### config.mk
export PLATFORM = sky130hd
export DESIGN_NAME = ads_envelope_generator_core
export DESIGN_NICKNAME = d
export VERILOG_FILES = /design/src/hdl/ads_pkg.sv /design/src/hdl/ads_envelope_generator_core.sv /design/src/hdl/ads_voice_store.sv /design/src/hdl/ads_sequencer.sv /design/src/hdl/ads_datapath.sv
export SDC_FILE = /design/constraint.sdc
export NUM_CORES = 2
export LEC_CHECK = 0
export BUFFER_PORTS_ARGS = -buffer_cell sky130_fd_sc_hd__clkbuf_2
export CORE_MARGIN = 3
export CORE_UTILIZATION = 34
export DETAILED_ROUTE_END_ITERATION = 8
export PLACE_DENSITY = 0.55
export SLEW_MARGIN = 5
export SYNTH_ARGS = -nofsm -noshare
export SYNTH_HDL_FRONTEND = slang
export SYNTH_SLANG_ARGS = --single-unit
### constraint.sdc
create_clock -name clk -period 9.1 [get_ports clk]
set_clock_uncertainty 0.2 [all_clocks]
set_input_delay 0.91 -clock clk [delete_from_list [all_inputs] [get_ports clk]]
set_output_delay 0.91 -clock clk [all_outputs]
set_load 0.01 [all_outputs]
### src/hdl/ads_pkg.sv
// Shared types, constants and microcode for the attack-decay-sustain envelope block.
// Holds the stage and voice entry types, the sustain level table and the control program.
// Depends on nothing; every other file of the block imports it.
package ads_pkg;

  localparam int VOICES_DEFAULT = 9;

  localparam int LEVEL_W = 17;
  localparam int TIME_W  = 32;
  localparam int DEN_W   = 16;
  localparam int Q_BITS  = 17;
  localparam int CNT_W   = 5;
  localparam int REM_W   = 52;
  localparam int SusDiv  = 127;

  localparam logic [LEVEL_W-1:0] FULL_LEVEL = 17'h10000;

  localparam logic [1:0] MODE_TRIGGER = 2'd0;
  localparam logic [1:0] MODE_RELEASE = 2'd1;
  localparam logic [1:0] MODE_TICK    = 2'd2;

  typedef enum logic [1:0] {
    STG_OFF     = 2'd0,
    STG_ATTACK  = 2'd1,
    STG_DECAY   = 2'd2,
    STG_SUSTAIN = 2'd3
  } stage_t;

  typedef struct packed {
    stage_t               stage;
    logic [LEVEL_W-1:0]   level;
    logic [TIME_W-1:0]    last;
  } voice_entry_t;

  typedef logic [LEVEL_W-1:0] sus_table_t [128];

  function automatic sus_table_t build_sus_table();
    sus_table_t t;
    for (int i = 0; i < 128; i++) begin
      t[i] = LEVEL_W'((i * 65536 + 63) / SusDiv);
    end
    return t;
  endfunction

  localparam sus_table_t SUS_TABLE = build_sus_table();

  typedef enum logic [2:0] {
    OP_NONE,
    OP_LOAD,
    OP_FETCH,
    OP_DINIT,
    OP_DSTEP,
    OP_APPLY,
    OP_EMIT
  } op_t;

  typedef enum logic [2:0] {
    C_NONE,
    C_ALWAYS,
    C_NO_IN,
    C_NO_DIV,
    C_DIV_MORE,
    C_OUT_BUSY
  } cond_t;

  localparam int UC_AW    = 3;
  localparam int UC_DEPTH = 8;

  typedef logic [UC_AW-1:0] step_t;

  localparam step_t S_IDLE  = 3'd0;
  localparam step_t S_FETCH = 3'd1;
  localparam step_t S_DINIT = 3'd2;
  localparam step_t S_DSTEP = 3'd3;
  localparam step_t S_APPLY = 3'd4;
  localparam step_t S_WAIT  = 3'd5;
  localparam step_t S_EMIT  = 3'd6;
  localparam step_t S_SPARE = 3'd7;

  typedef struct packed {
    op_t   op;
    cond_t cond;
    step_t target;
  } ucode_t;

  typedef struct packed {
    logic no_div;
    logic div_more;
    logic out_busy;
  } status_t;

  localparam ucode_t UCODE [UC_DEPTH] = '{
    '{OP_LOAD,  C_NO_IN,    S_IDLE},
    '{OP_FETCH, C_NONE,     S_IDLE},
    '{OP_DINIT, C_NO_DIV,   S_APPLY},
    '{OP_DSTEP, C_DIV_MORE, S_DSTEP},
    '{OP_APPLY, C_NONE,     S_IDLE},
    '{OP_NONE,  C_OUT_BUSY, S_WAIT},
    '{OP_EMIT,  C_ALWAYS,   S_IDLE},
    '{OP_NONE,  C_ALWAYS,   S_IDLE}
  };

endpackage

### src/hdl/ads_envelope_generator_core.sv
// Top level of the per-voice attack-decay-sustain envelope generator.
// Depends on ads_pkg and instantiates ads_sequencer and ads_datapath.
//
// Usage: the input channel carries one item per trigger, release or tick, with the
// voice index, the current millisecond time and that voice's settings. The block
// answers every item with exactly one result: voice, stage and level after the step.
// Both channels use valid and stall; an item moves when valid is high and stall low.
// A tick on an active, in-range voice that is attacking or decaying runs the 17 steps of
// the restoring divider before its result shows; every other item skips the divider.
// A new item can be taken in the cycle the result appears, and none is taken while an
// item is in progress. The output register holds a result while the receiver stalls; the
// sequencer then waits before its final step and a further item is held off until
// that result is taken. Synchronous reset puts every voice off at full level with
// time zero and leaves the output channel empty; items are taken right after reset.
module ads_envelope_generator_core #(
  parameter int VOICES = ads_pkg::VOICES_DEFAULT
) (
  input  logic        clk,
  input  logic        rst_n,
  input  logic        in_valid,
  output logic        in_stall,
  input  logic [1:0]  in_mode,
  input  logic [3:0]  in_voice,
  input  logic [31:0] in_now_ms,
  input  logic        in_voice_active,
  input  logic [7:0]  in_attack_setting,
  input  logic [7:0]  in_decay_setting,
  input  logic [6:0]  in_sustain_setting,
  output logic        out_valid,
  input  logic        out_stall,
  output logic [3:0]  out_voice_out,
  output logic [1:0]  out_stage_out,
  output logic [16:0] out_level_out
);
  import ads_pkg::*;

  op_t     op;
  status_t status;

  ads_sequencer u_seq (
    .clk      (clk),
    .rst_n    (rst_n),
    .in_valid (in_valid),
    .status   (status),
    .op       (op),
    .in_stall (in_stall)
  );

  ads_datapath #(.VOICES(VOICES)) u_dp (
    .clk                (clk),
    .rst_n              (rst_n),
    .op                 (op),
    .status             (status),
    .in_mode            (in_mode),
    .in_voice           (in_voice),
    .in_now_ms          (in_now_ms),
    .in_voice_active    (in_voice_active),
    .in_attack_setting  (in_attack_setting),
    .in_decay_setting   (in_decay_setting),
    .in_sustain_setting (in_sustain_setting),
    .out_valid          (out_valid),
    .out_stall          (out_stall),
    .out_voice_out      (out_voice_out),
    .out_stage_out      (out_stage_out),
    .out_level_out      (out_level_out)
  );

  a_busy_after_accept: assert property (@(posedge clk) disable iff (!rst_n)
    in_valid && !in_stall |=> in_stall)
    else $error("block took a second item right after accepting one");

  a_level_range: assert property (@(posedge clk) disable iff (!rst_n)
    out_valid |-> out_level_out <= FULL_LEVEL)
    else $error("level above full scale");

  a_off_full: assert property (@(posedge clk) disable iff (!rst_n)
    out_valid && out_stage_out == STG_OFF |-> out_level_out == FULL_LEVEL)
    else $error("off voice reported below full level");

  a_out_of_range: assert property (@(posedge clk) disable iff (!rst_n)
    out_valid && 32'(out_voice_out) >= 32'(VOICES) |->
      out_stage_out == STG_OFF && out_level_out == FULL_LEVEL)
    else $error("unknown voice reported a live envelope");

endmodule

### src/hdl/ads_voice_store.sv
// Per-voice envelope state: stage, level and time of the last update.
// One write port and one read port; reset loads the off state at full level.
// Depends on ads_pkg for the entry type and reset values.
module ads_voice_store #(
  parameter int VOICES = ads_pkg::VOICES_DEFAULT,
  localparam int IdxW = (VOICES > 1) ? $clog2(VOICES) : 1
) (
  input  logic                 clk,
  input  logic                 rst_n,
  input  logic                 we,
  input  logic [IdxW-1:0]      widx,
  input  ads_pkg::voice_entry_t wdata,
  input  logic [IdxW-1:0]      ridx,
  output ads_pkg::voice_entry_t rdata
);
  import ads_pkg::*;

  voice_entry_t entry_r [VOICES];

  always_ff @(posedge clk) begin
    if (!rst_n) begin
      for (int i = 0; i < VOICES; i++) begin
        entry_r[i] <= '{stage: STG_OFF, level: FULL_LEVEL, last: '0};
      end
    end else if (we) begin
      entry_r[widx] <= wdata;
    end
  end

  assign rdata = entry_r[ridx];

endmodule

### src/hdl/ads_sequencer.sv
// Microcode sequencer: step counter, control ROM lookup and conditional jumps.
// Drives the datapath operation and the input stall from the current step.
// Depends on ads_pkg for the program and the control and status types.
module ads_sequencer (
  input  logic             clk,
  input  logic             rst_n,
  input  logic             in_valid,
  input  ads_pkg::status_t status,
  output ads_pkg::op_t     op,
  output logic             in_stall
);
  import ads_pkg::*;

  step_t  pc_r;
  step_t  pc_nxt;
  ucode_t cw;
  logic   take;

  assign cw = UCODE[pc_r];

  always_comb begin
    unique case (cw.cond)
      C_NONE:     take = 1'b0;
      C_ALWAYS:   take = 1'b1;
      C_NO_IN:    take = !in_valid;
      C_NO_DIV:   take = status.no_div;
      C_DIV_MORE: take = status.div_more;
      C_OUT_BUSY: take = status.out_busy;
      default:    take = 1'b1;
    endcase
  end

  always_comb begin
    pc_nxt = take ? cw.target : step_t'(pc_r + 1'b1);
  end

  always_ff @(posedge clk) begin
    if (!rst_n) begin
      pc_r <= S_IDLE;
    end else begin
      pc_r <= pc_nxt;
    end
  end

  assign op       = cw.op;
  assign in_stall = (pc_r != S_IDLE);

endmodule

### src/hdl/ads_datapath.sv
// Envelope datapath: input latch, voice state access, restoring divider and update logic.
// Holds the output register; each operation is selected by the sequencer.
// Depends on ads_pkg and instantiates ads_voice_store.
module ads_datapath #(
  parameter int VOICES = ads_pkg::VOICES_DEFAULT
) (
  input  logic               clk,
  input  logic               rst_n,
  input  ads_pkg::op_t       op,
  output ads_pkg::status_t   status,
  input  logic [1:0]         in_mode,
  input  logic [3:0]         in_voice,
  input  logic [31:0]        in_now_ms,
  input  logic               in_voice_active,
  input  logic [7:0]         in_attack_setting,
  input  logic [7:0]         in_decay_setting,
  input  logic [6:0]         in_sustain_setting,
  output logic               out_valid,
  input  logic               out_stall,
  output logic [3:0]         out_voice_out,
  output logic [1:0]         out_stage_out,
  output logic [16:0]        out_level_out
);
  import ads_pkg::*;

  localparam int IdxW = (VOICES > 1) ? $clog2(VOICES) : 1;
  localparam int VExtW = ((IdxW > 4) ? IdxW : 4) + 1;

  logic [1:0]         mode_r;
  logic [3:0]         voice_r;
  logic [TIME_W-1:0]  now_r;
  logic               active_r;
  logic [7:0]         att_r;
  logic [7:0]         dec_r;
  logic [6:0]         sus_r;
  stage_t             stg_r;
  logic [LEVEL_W-1:0] lvl_r;
  logic [TIME_W-1:0]  elapsed_r;
  logic [DEN_W-1:0]   den_r;
  logic [REM_W-1:0]   rem_r;
  logic [31:0]        dsh_r;
  logic [Q_BITS-1:0]  q_r;
  logic [CNT_W-1:0]   cnt_r;
  logic               sat_r;
  stage_t             res_stg_r;
  logic [LEVEL_W-1:0] res_lvl_r;
  logic               out_valid_r;
  logic [3:0]         out_voice_r;
  logic [1:0]         out_stage_r;
  logic [LEVEL_W-1:0] out_level_r;

  logic [VExtW-1:0]   voice_ext;
  logic               in_range;
  logic [IdxW-1:0]    vidx;
  voice_entry_t       rd;
  voice_entry_t       wr;
  logic               we;
  logic [7:0]         sel_setting;
  logic [35:0]        e10;
  logic [34:0]        e5;
  logic               ge;
  logic [LEVEL_W-1:0] inc;
  logic [LEVEL_W-1:0] sus_lvl;
  logic [LEVEL_W:0]   sum;
  logic [LEVEL_W:0]   diff;
  stage_t             new_stg;
  logic [LEVEL_W-1:0] new_lvl;
  logic [TIME_W-1:0]  new_last;

  assign voice_ext = VExtW'(voice_r);
  assign in_range  = voice_ext < VExtW'(VOICES);
  assign vidx      = in_range ? voice_ext[IdxW-1:0] : '0;

  ads_voice_store #(.VOICES(VOICES)) u_store (
    .clk   (clk),
    .rst_n (rst_n),
    .we    (we),
    .widx  (vidx),
    .wdata (wr),
    .ridx  (vidx),
    .rdata (rd)
  );

  assign sel_setting = (rd.stage == STG_ATTACK) ? att_r : dec_r;
  assign e10 = ({4'b0, elapsed_r} << 3) + ({4'b0, elapsed_r} << 1);
  assign e5  = ({3'b0, elapsed_r} << 2) + {3'b0, elapsed_r};
  assign ge  = rem_r >= REM_W'(dsh_r);
  assign sus_lvl = SUS_TABLE[sus_r];

  always_comb begin
    if (sat_r || q_r > FULL_LEVEL) begin
      inc = FULL_LEVEL;
    end else begin
      inc = q_r;
    end
  end

  assign sum  = {1'b0, lvl_r} + {1'b0, inc};
  assign diff = {1'b0, lvl_r} - {1'b0, inc};

  always_comb begin
    new_stg  = stg_r;
    new_lvl  = lvl_r;
    new_last = elapsed_r;
    new_last = rd.last;
    if (mode_r == MODE_TRIGGER) begin
      if (att_r != '0 || dec_r != '0) begin
        new_stg  = STG_ATTACK;
        new_lvl  = '0;
        new_last = now_r;
      end else begin
        new_stg = STG_SUSTAIN;
        new_lvl = sus_lvl;
      end
    end else if (mode_r == MODE_RELEASE) begin
      new_stg = STG_OFF;
      new_lvl = FULL_LEVEL;
    end else if (mode_r == MODE_TICK && active_r && stg_r != STG_OFF) begin
      new_last = now_r;
      if (stg_r == STG_ATTACK) begin
        if (sum >= {1'b0, FULL_LEVEL}) begin
          new_lvl = FULL_LEVEL;
          new_stg = (dec_r != '0) ? STG_DECAY : STG_SUSTAIN;
        end else begin
          new_lvl = sum[LEVEL_W-1:0];
        end
      end else if (stg_r == STG_DECAY) begin
        if (diff[LEVEL_W] || diff[LEVEL_W-1:0] <= sus_lvl) begin
          new_lvl = sus_lvl;
          new_stg = STG_SUSTAIN;
        end else begin
          new_lvl = diff[LEVEL_W-1:0];
        end
      end
    end
  end

  always_comb begin
    wr = '{stage: new_stg, level: new_lvl, last: new_last};
    we = (op == OP_APPLY) && in_range;
  end

  always_comb begin
    status.no_div   = !(in_range && mode_r == MODE_TICK && active_r &&
                        (stg_r == STG_ATTACK || stg_r == STG_DECAY));
    status.div_more = (cnt_r != '0);
    status.out_busy = out_valid_r && out_stall;
  end

  always_ff @(posedge clk) begin
    unique case (op)
      OP_NONE: begin
      end
      OP_LOAD: begin
        mode_r   <= in_mode;
        voice_r  <= in_voice;
        now_r    <= in_now_ms;
        active_r <= in_voice_active;
        att_r    <= in_attack_setting;
        dec_r    <= in_decay_setting;
        sus_r    <= in_sustain_setting;
      end
      OP_FETCH: begin
        stg_r     <= rd.stage;
        lvl_r     <= rd.level;
        elapsed_r <= now_r - rd.last;
        den_r     <= DEN_W'(16'd10 + (16'(sel_setting) * 16'd156));
      end
      OP_DINIT: begin
        rem_r <= {e10, 16'b0};
        dsh_r <= {den_r, 16'b0};
        sat_r <= e5 >= 35'(den_r);
        q_r   <= '0;
        cnt_r <= CNT_W'(Q_BITS - 1);
      end
      OP_DSTEP: begin
        if (ge) begin
          rem_r <= rem_r - REM_W'(dsh_r);
        end
        q_r   <= {q_r[Q_BITS-2:0], ge};
        dsh_r <= dsh_r >> 1;
        cnt_r <= cnt_r - 1'b1;
      end
      OP_APPLY: begin
        res_stg_r <= in_range ? new_stg : STG_OFF;
        res_lvl_r <= in_range ? new_lvl : FULL_LEVEL;
      end
      OP_EMIT: begin
        out_voice_r <= voice_r;
        out_stage_r <= res_stg_r;
        out_level_r <= res_lvl_r;
      end
      default: begin
      end
    endcase
  end

  always_ff @(posedge clk) begin
    if (!rst_n) begin
      out_valid_r <= 1'b0;
    end else if (op == OP_EMIT) begin
      out_valid_r <= 1'b1;
    end else if (!out_stall) begin
      out_valid_r <= 1'b0;
    end
  end

  assign out_valid     = out_valid_r;
  assign out_voice_out = out_voice_r;
  assign out_stage_out = out_stage_r;
  assign out_level_out = out_level_r;

endmodule

After elaboration in Yosys (flattened, before gate mapping):

Memories as Yosys holds them, arrays and structs flattened.
Cells that the tools add are included.

* logic and storage cells: 130
* memory bits (read-only): 2248
* RAM bits: 459
* register bits: 282
* memories kept: 3
* output and inout port bits: 25

* add/sub/neg operators: 9
* reductions and logical operators: 23
* equality and inequality tests: 17
* $lt $le $gt $ge: 8
* $mul: 1
* bitwise gates (word level): 2
* mux-type cells: 44

Memory list
* (name not given): depth 128, width 17, read ports 1, clocked after Yosys merged registers in 0, wr ports 0, RTL line ads_datapath.sv:88 `assign sus_lvl = SUS_TABLE[sus_r];`
* u_dp.u_store.entry_r: depth 9, width 51, read ports 1, clocked after Yosys merged registers in 0, wr ports 9, RTL line ads_voice_store.sv:18 `voice_entry_t entry_r [VOICES];`
* (name not given): depth 8, width 9, read ports 1, clocked after Yosys merged registers in 0, wr ports 0, RTL line ads_sequencer.sv:19 `assign cw = UCODE[pc_r];`

Operator list (count)
* 17-bit 2-to-1 mux: 11
* 32-bit 2-to-1 mux: 4
* 52-bit one-hot mux with 2 select lines: 1
* 32-bit one-hot mux with 2 select lines: 1
* 52-bit by 32-bit >= comparator with 1-bit output: 1
* 52-bit 2-to-1 mux: 1
* 52-bit by 32-bit subtractor with 52-bit output: 1
* 51-bit 2-to-1 mux: 1
* 51-bit OR reduction: 1
* 35-bit by 33-bit adder with 36-bit output: 1
* 34-bit by 32-bit adder with 35-bit output: 1
* 35-bit by 16-bit >= comparator with 1-bit output: 1
* 17-bit one-hot mux with 2 select lines: 1
* 32-bit subtractor: 1
* 17-bit by 17-bit adder with 18-bit output: 1
* 18-bit by 17-bit >= comparator with 1-bit output, second input constant: 1
* 9-bit 2-to-1 mux: 2
* 17-bit by 17-bit subtractor with 18-bit output: 1
* 17-bit greater-than comparator, second input constant: 1
* 17-bit <= comparator: 1
* 4-bit by 16-bit adder with 16-bit output, first input constant: 1
* 2-bit 2-to-1 mux: 8
* 8-bit nonzero test: 2
* 3-bit equality test, second input constant: 5
* 28 further kinds: 54

Longest topological paths before layout:

* word-level depth: 13
* mapped depth: 28
* gate-level depth less buffers: 25

Modules after synthesis:

From an unflattened synthesis, not the netlist that was laid out.

* cells, all modules: 3867
* area total of the unflattened synthesis: 54075.6 sq um

Modules (own cells, without submodules)
* ads_voice_store: cells an instance 1784, area an instance 33709.8 sq um, times used 1
* ads_datapath: cells an instance 2043, area an instance 20025.5 sq um, times used 1
* ads_sequencer: cells an instance 40, area an instance 340.3 sq um, times used 1

Worst setup path after synthesis:

OpenSTA, ideal clock, no wires.

* path type: register to register
* start point: register u_seq.pc_r[0]
* end point: register u_dp.active_r, enable pin
* required time: 8.265 ns
* path slack: 1.465 ns
* setup time: 0.635 ns
* stages on the path, launching flop included: 4
* arrival: 6.801 ns
* clock period less this slack: 7.635 ns
* cell sequence: dfxtp_1 > inv_1 > ha_1 > nor4_1

* longest elaborated chain between the ends: 5

RTL lines
* start: declaration: RTL line ads_sequencer.sv:14 `step_t pc_r;`
* start signal: assignment: RTL line ads_sequencer.sv:41 `pc_r <= pc_nxt;`
* 3-bit NOT with 4-bit output (not written as such): RTL line ads_sequencer.sv:19
* memory 8 x 9 bit
* 9-bit 2-to-1 mux (not written as such) (2 in a row): RTL line ads_sequencer.sv:19
* 3-bit by 1-bit equality test with 1-bit output: RTL line ads_datapath.sv:151 `unique case (op)`
* end signal: assignment: RTL line ads_datapath.sv:158 `active_r <= in_voice_active;`
* end: declaration: RTL line ads_datapath.sv:32 `logic active_r;`

Every way passes these cells. The select of a mux whose other input is x is not followed.
A chain may end at the register's enable or synchronous reset.

==> impl_metrics.py <==
metrics = {
    "yosys": {
        "synth_area_sq_um": 44600,
        "seq_area_frac_synth": 0.600,
        "ys_ff_latch": 892,
        "synth_cell_types": 88,
        "syn_avg_cell_area_sq_um": 11.5,
        "synth_cells": 3886,
        "synth_enable_flop_cells": 888,
        "yosys_warnings": 0,
        "async_flop_share": 0,
        "synth_flop_cell": "edfxtp_1",
    },
    "cts": {
        "cts_sinks": 892,
        "cts_root_buffer": "clkbuf_16",
        "cts_resized": 0,
        "hold_buffers": 0,
        "path_clk_slew_ns": 0.06,
        "cts_buffers": 101,
        "cts_max_path_buffers": 3,
        "cts_max_level": 3,
        "cts_setup_buffers": 0,
        "cts_tree": "done",
        "clock_latency_ns": 0.71,
    },
    "drt": {
        "dr.pass1.iters": 6,
        "vias": 31000,
        "antenna_left": 0,
        "drt_first_iter_violations": 2731,
        "drt-total-wl_mm": 124,
        "routedWlPerCell_microns": 21.1,
        "via_per_inst": 5.27,
        "drc": 0,
    },
    "floorplanning": {
        "die_x_microns": 368,
        "die_y_microns": 368,
        "io_pins": 91,
        "start_util": 0.343,
        "fp.dieArea_sq_um": 135000,
        "fp-row-count": 132,
        "coreArea_sq_um": 130000,
    },
    "sta": {
        "finalCritPeriodShare": 0.775,
        "hold_violations": 0,
        "timing.final.max_slew_violations": 0,
        "hold_ws_ns": 0.170,
        "relSlewSlack": 0.247,
        "fmax_ghz": 0.142,
        "tns_ns": 0,
        "min_period_ns": 7.05,
        "rsz0062_at_grt": "false",
        "setup_viol_count_final": 0,
        "tightest_slew_ns": 1.13,
    },
    "global_routing": {
        "grt_max_degree": 128,
        "grt_antenna_before_repair": 1,
        "grt_pass1_wl_mm": 189,
        "grt_pass1_vias": 30500,
        "grt_usage": 0.180,
        "gr-total-overflow": 0,
    },
    "place": {
        "hpwl_mm": 74.2,
        "place_congestion": 0.888,
        "port_buffers": 90,
    },
    "worst_setup_path": {
        "path_class": "register to register",
        "startpoint_type": "register",
        "endpoint_kind": "register",
        "required_ns": 9.29,
        "critical_path.max_fanout": 23,
        "crit_arrival_ns": 7.25,
        "r2r_slack_ns": 2.05,
    },
    "final_layout": {
        "num_antenna_cells": 0,
        "area_growth_pct": 13.7,
        "nNetsFinal": 4341,
        "final_common_cell": "edfxtp_1",
        "drive_gt1_frac": 0.0890,
        "final_cell_mix": "edfxtp_1 (888), nor2_1 (640), a21oi_1 (272), a22oi_1 (270), inv_1 (229)",
    },
    "worst_hold_path": {
        "hold_class": "primary input to register",
    },
    "job": {
        "drv_cap": 0,
    },
    "outcome": {
        "run_status": "finished clean",
    },
}
-- logic make-up after synthesis --
group / after synthesis / share of synthesized area
simple gates: 1147 / 0.113
compound gates: 1005 / 0.149
flops: 892 / 0.600
buf+inv: 447 / 0.0393
fa+ha+maj: 210 / 0.0616
xor+xnor: 153 / 0.0301
mux: 31 / 0.00741
other cells: 1 / 0.0000841
-- path summary, 6_finish.rpt --
kind	startpoint	end	cells past startpoint
setup / recovery	u_dp.q_r[0]$_SDFFCE_PN0P_	u_dp.u_store.entry_r[10][50]$_DFFE_PP_	24
hold / removal	in_now_ms[3]	u_dp.now_r[3]$_DFFE_PN_	1
setup reg to reg	u_dp.q_r[0]$_SDFFCE_PN0P_	u_dp.u_store.entry_r[10][50]$_DFFE_PP_	24
hold reg to reg	u_dp.res_lvl_r[6]$_SDFFCE_PP0N_	u_dp.out_level_out[6]$_DFFE_PP_	0
-- sequential cells by signal (all words and copies together) (netlist names), 3 cells and up --
name                  cells
u_dp.rem_r               52
u_dp.sus_r                7
u_dp.elapsed_r           32
u_seq.pc_r                3
u_dp.q_r                 17
u_dp.now_r               32
u_dp.out_level_out       17
u_dp.cnt_r                5
u_dp.att_r                8
u_dp.out_voice_out        4
u_dp.dec_r                8
u_dp.u_store.entry_r    612
u_dp.den_r               14
u_dp.voice_r              4
u_dp.res_lvl_r           17
u_dp.lvl_r               17
u_dp.dsh_r               32
-- area by class of cell --
class,count,area [sq um]
clock inverters,60,627
clock buffers,123,2630
multi-input cells,2699,16800
well taps,1742,2180
flip-flops and latches,892,26700
inverters,232,871
fillers,12600,79100
repair buffers,139,843
-- synth_stat cells, types with 8 or more instances --
master,count,area share
a211oi_1,20,0.0034
a21o_1,46,0.0077
a21oi_1,273,0.031
a221oi_1,21,0.0041
a22o_1,19,0.0037
a22oi_1,270,0.045
a31oi_1,12,0.0017
and2_1,8,0.0011
and3_1,31,0.0044
buf_1,18,0.0015
buf_2,20,0.0022
clkbuf_1,167,0.014
edfxtp_1,888,0.60
fa_1,16,0.0072
ha_1,194,0.054
inv_1,229,0.019
mux2_2,12,0.0030
mux2i_1,18,0.0040
nand2_1,196,0.017
nand2b_1,22,0.0031
nand3_1,37,0.0042
nand3b_1,9,0.0015
nand4_1,21,0.0029
nor2_1,641,0.054
nor2_2,10,0.0014
nor2b_1,31,0.0044
nor3_1,76,0.0085
nor3b_1,9,0.0015
nor4_1,16,0.0022
o211ai_1,11,0.0019
o21a_1,19,0.0032
o21ai_0,151,0.017
o21ai_1,41,0.0046
o21bai_1,24,0.0040
o31ai_1,11,0.0019
or2_2,8,0.0011
or3_1,9,0.0013
xnor2_1,104,0.020
xor2_1,49,0.0096
-- per-stage QoR --
step                area [sq um]  std cells  setup WS [ns]  utilization
CTS                        50700       5887           2.14        0.391
detailed placement         47400       5704           2.15        0.365
finish                     50700       5887           2.05        0.391
global route               50700       5887           1.44        0.391
global placement           47400       5704           2.23        0.365
floorplan                  45100       4038           1.46            -
-- worst max-delay path, stage by stage (launching register included) --
cell and delay [ns]:
edfxtp_1 0.40, nor4_1 0.39, nand4_1 0.14, o41ai_1 0.26
buf_4 0.23, nand2_1 0.09, ha_1 0.40, a21o_1 0.21
or3_1 0.33, o21a_1 0.20, o221ai_1 0.24, o21ai_1 0.17
o41a_1 0.35, xnor2_1 0.16, ha_1 0.32, nand3_1 0.09
nor3_1 0.24, o21ai_0 0.14, a21oi_1 0.28, o31ai_4 0.11
buf_4 0.25, and3_1 0.23, a311o_1 0.32, a21oi_1 0.82
inv_1 0.20
-- routing by layer --
| metal | GRT usage | share of wire | up-vias | routed length, microns |
|---|---|---|---|---|
| met5 | 0 | 0 | - | 0 |
| met4 | 0.0495 | 0.024 | 0 | 2930 |
| met3 | 0.0261 | 0.067 | 196 | 8330 |
| met2 | 0.283 | 0.45 | 1071 | 56000 |
| met1 | 0.259 | 0.46 | 15200 | 57200 |
| li1 | - | - | 14500 | - |
Power is left out: the tool's default activity adds up to more than one toggle a clock period on the data nets, which glitch-free logic cannot reach.
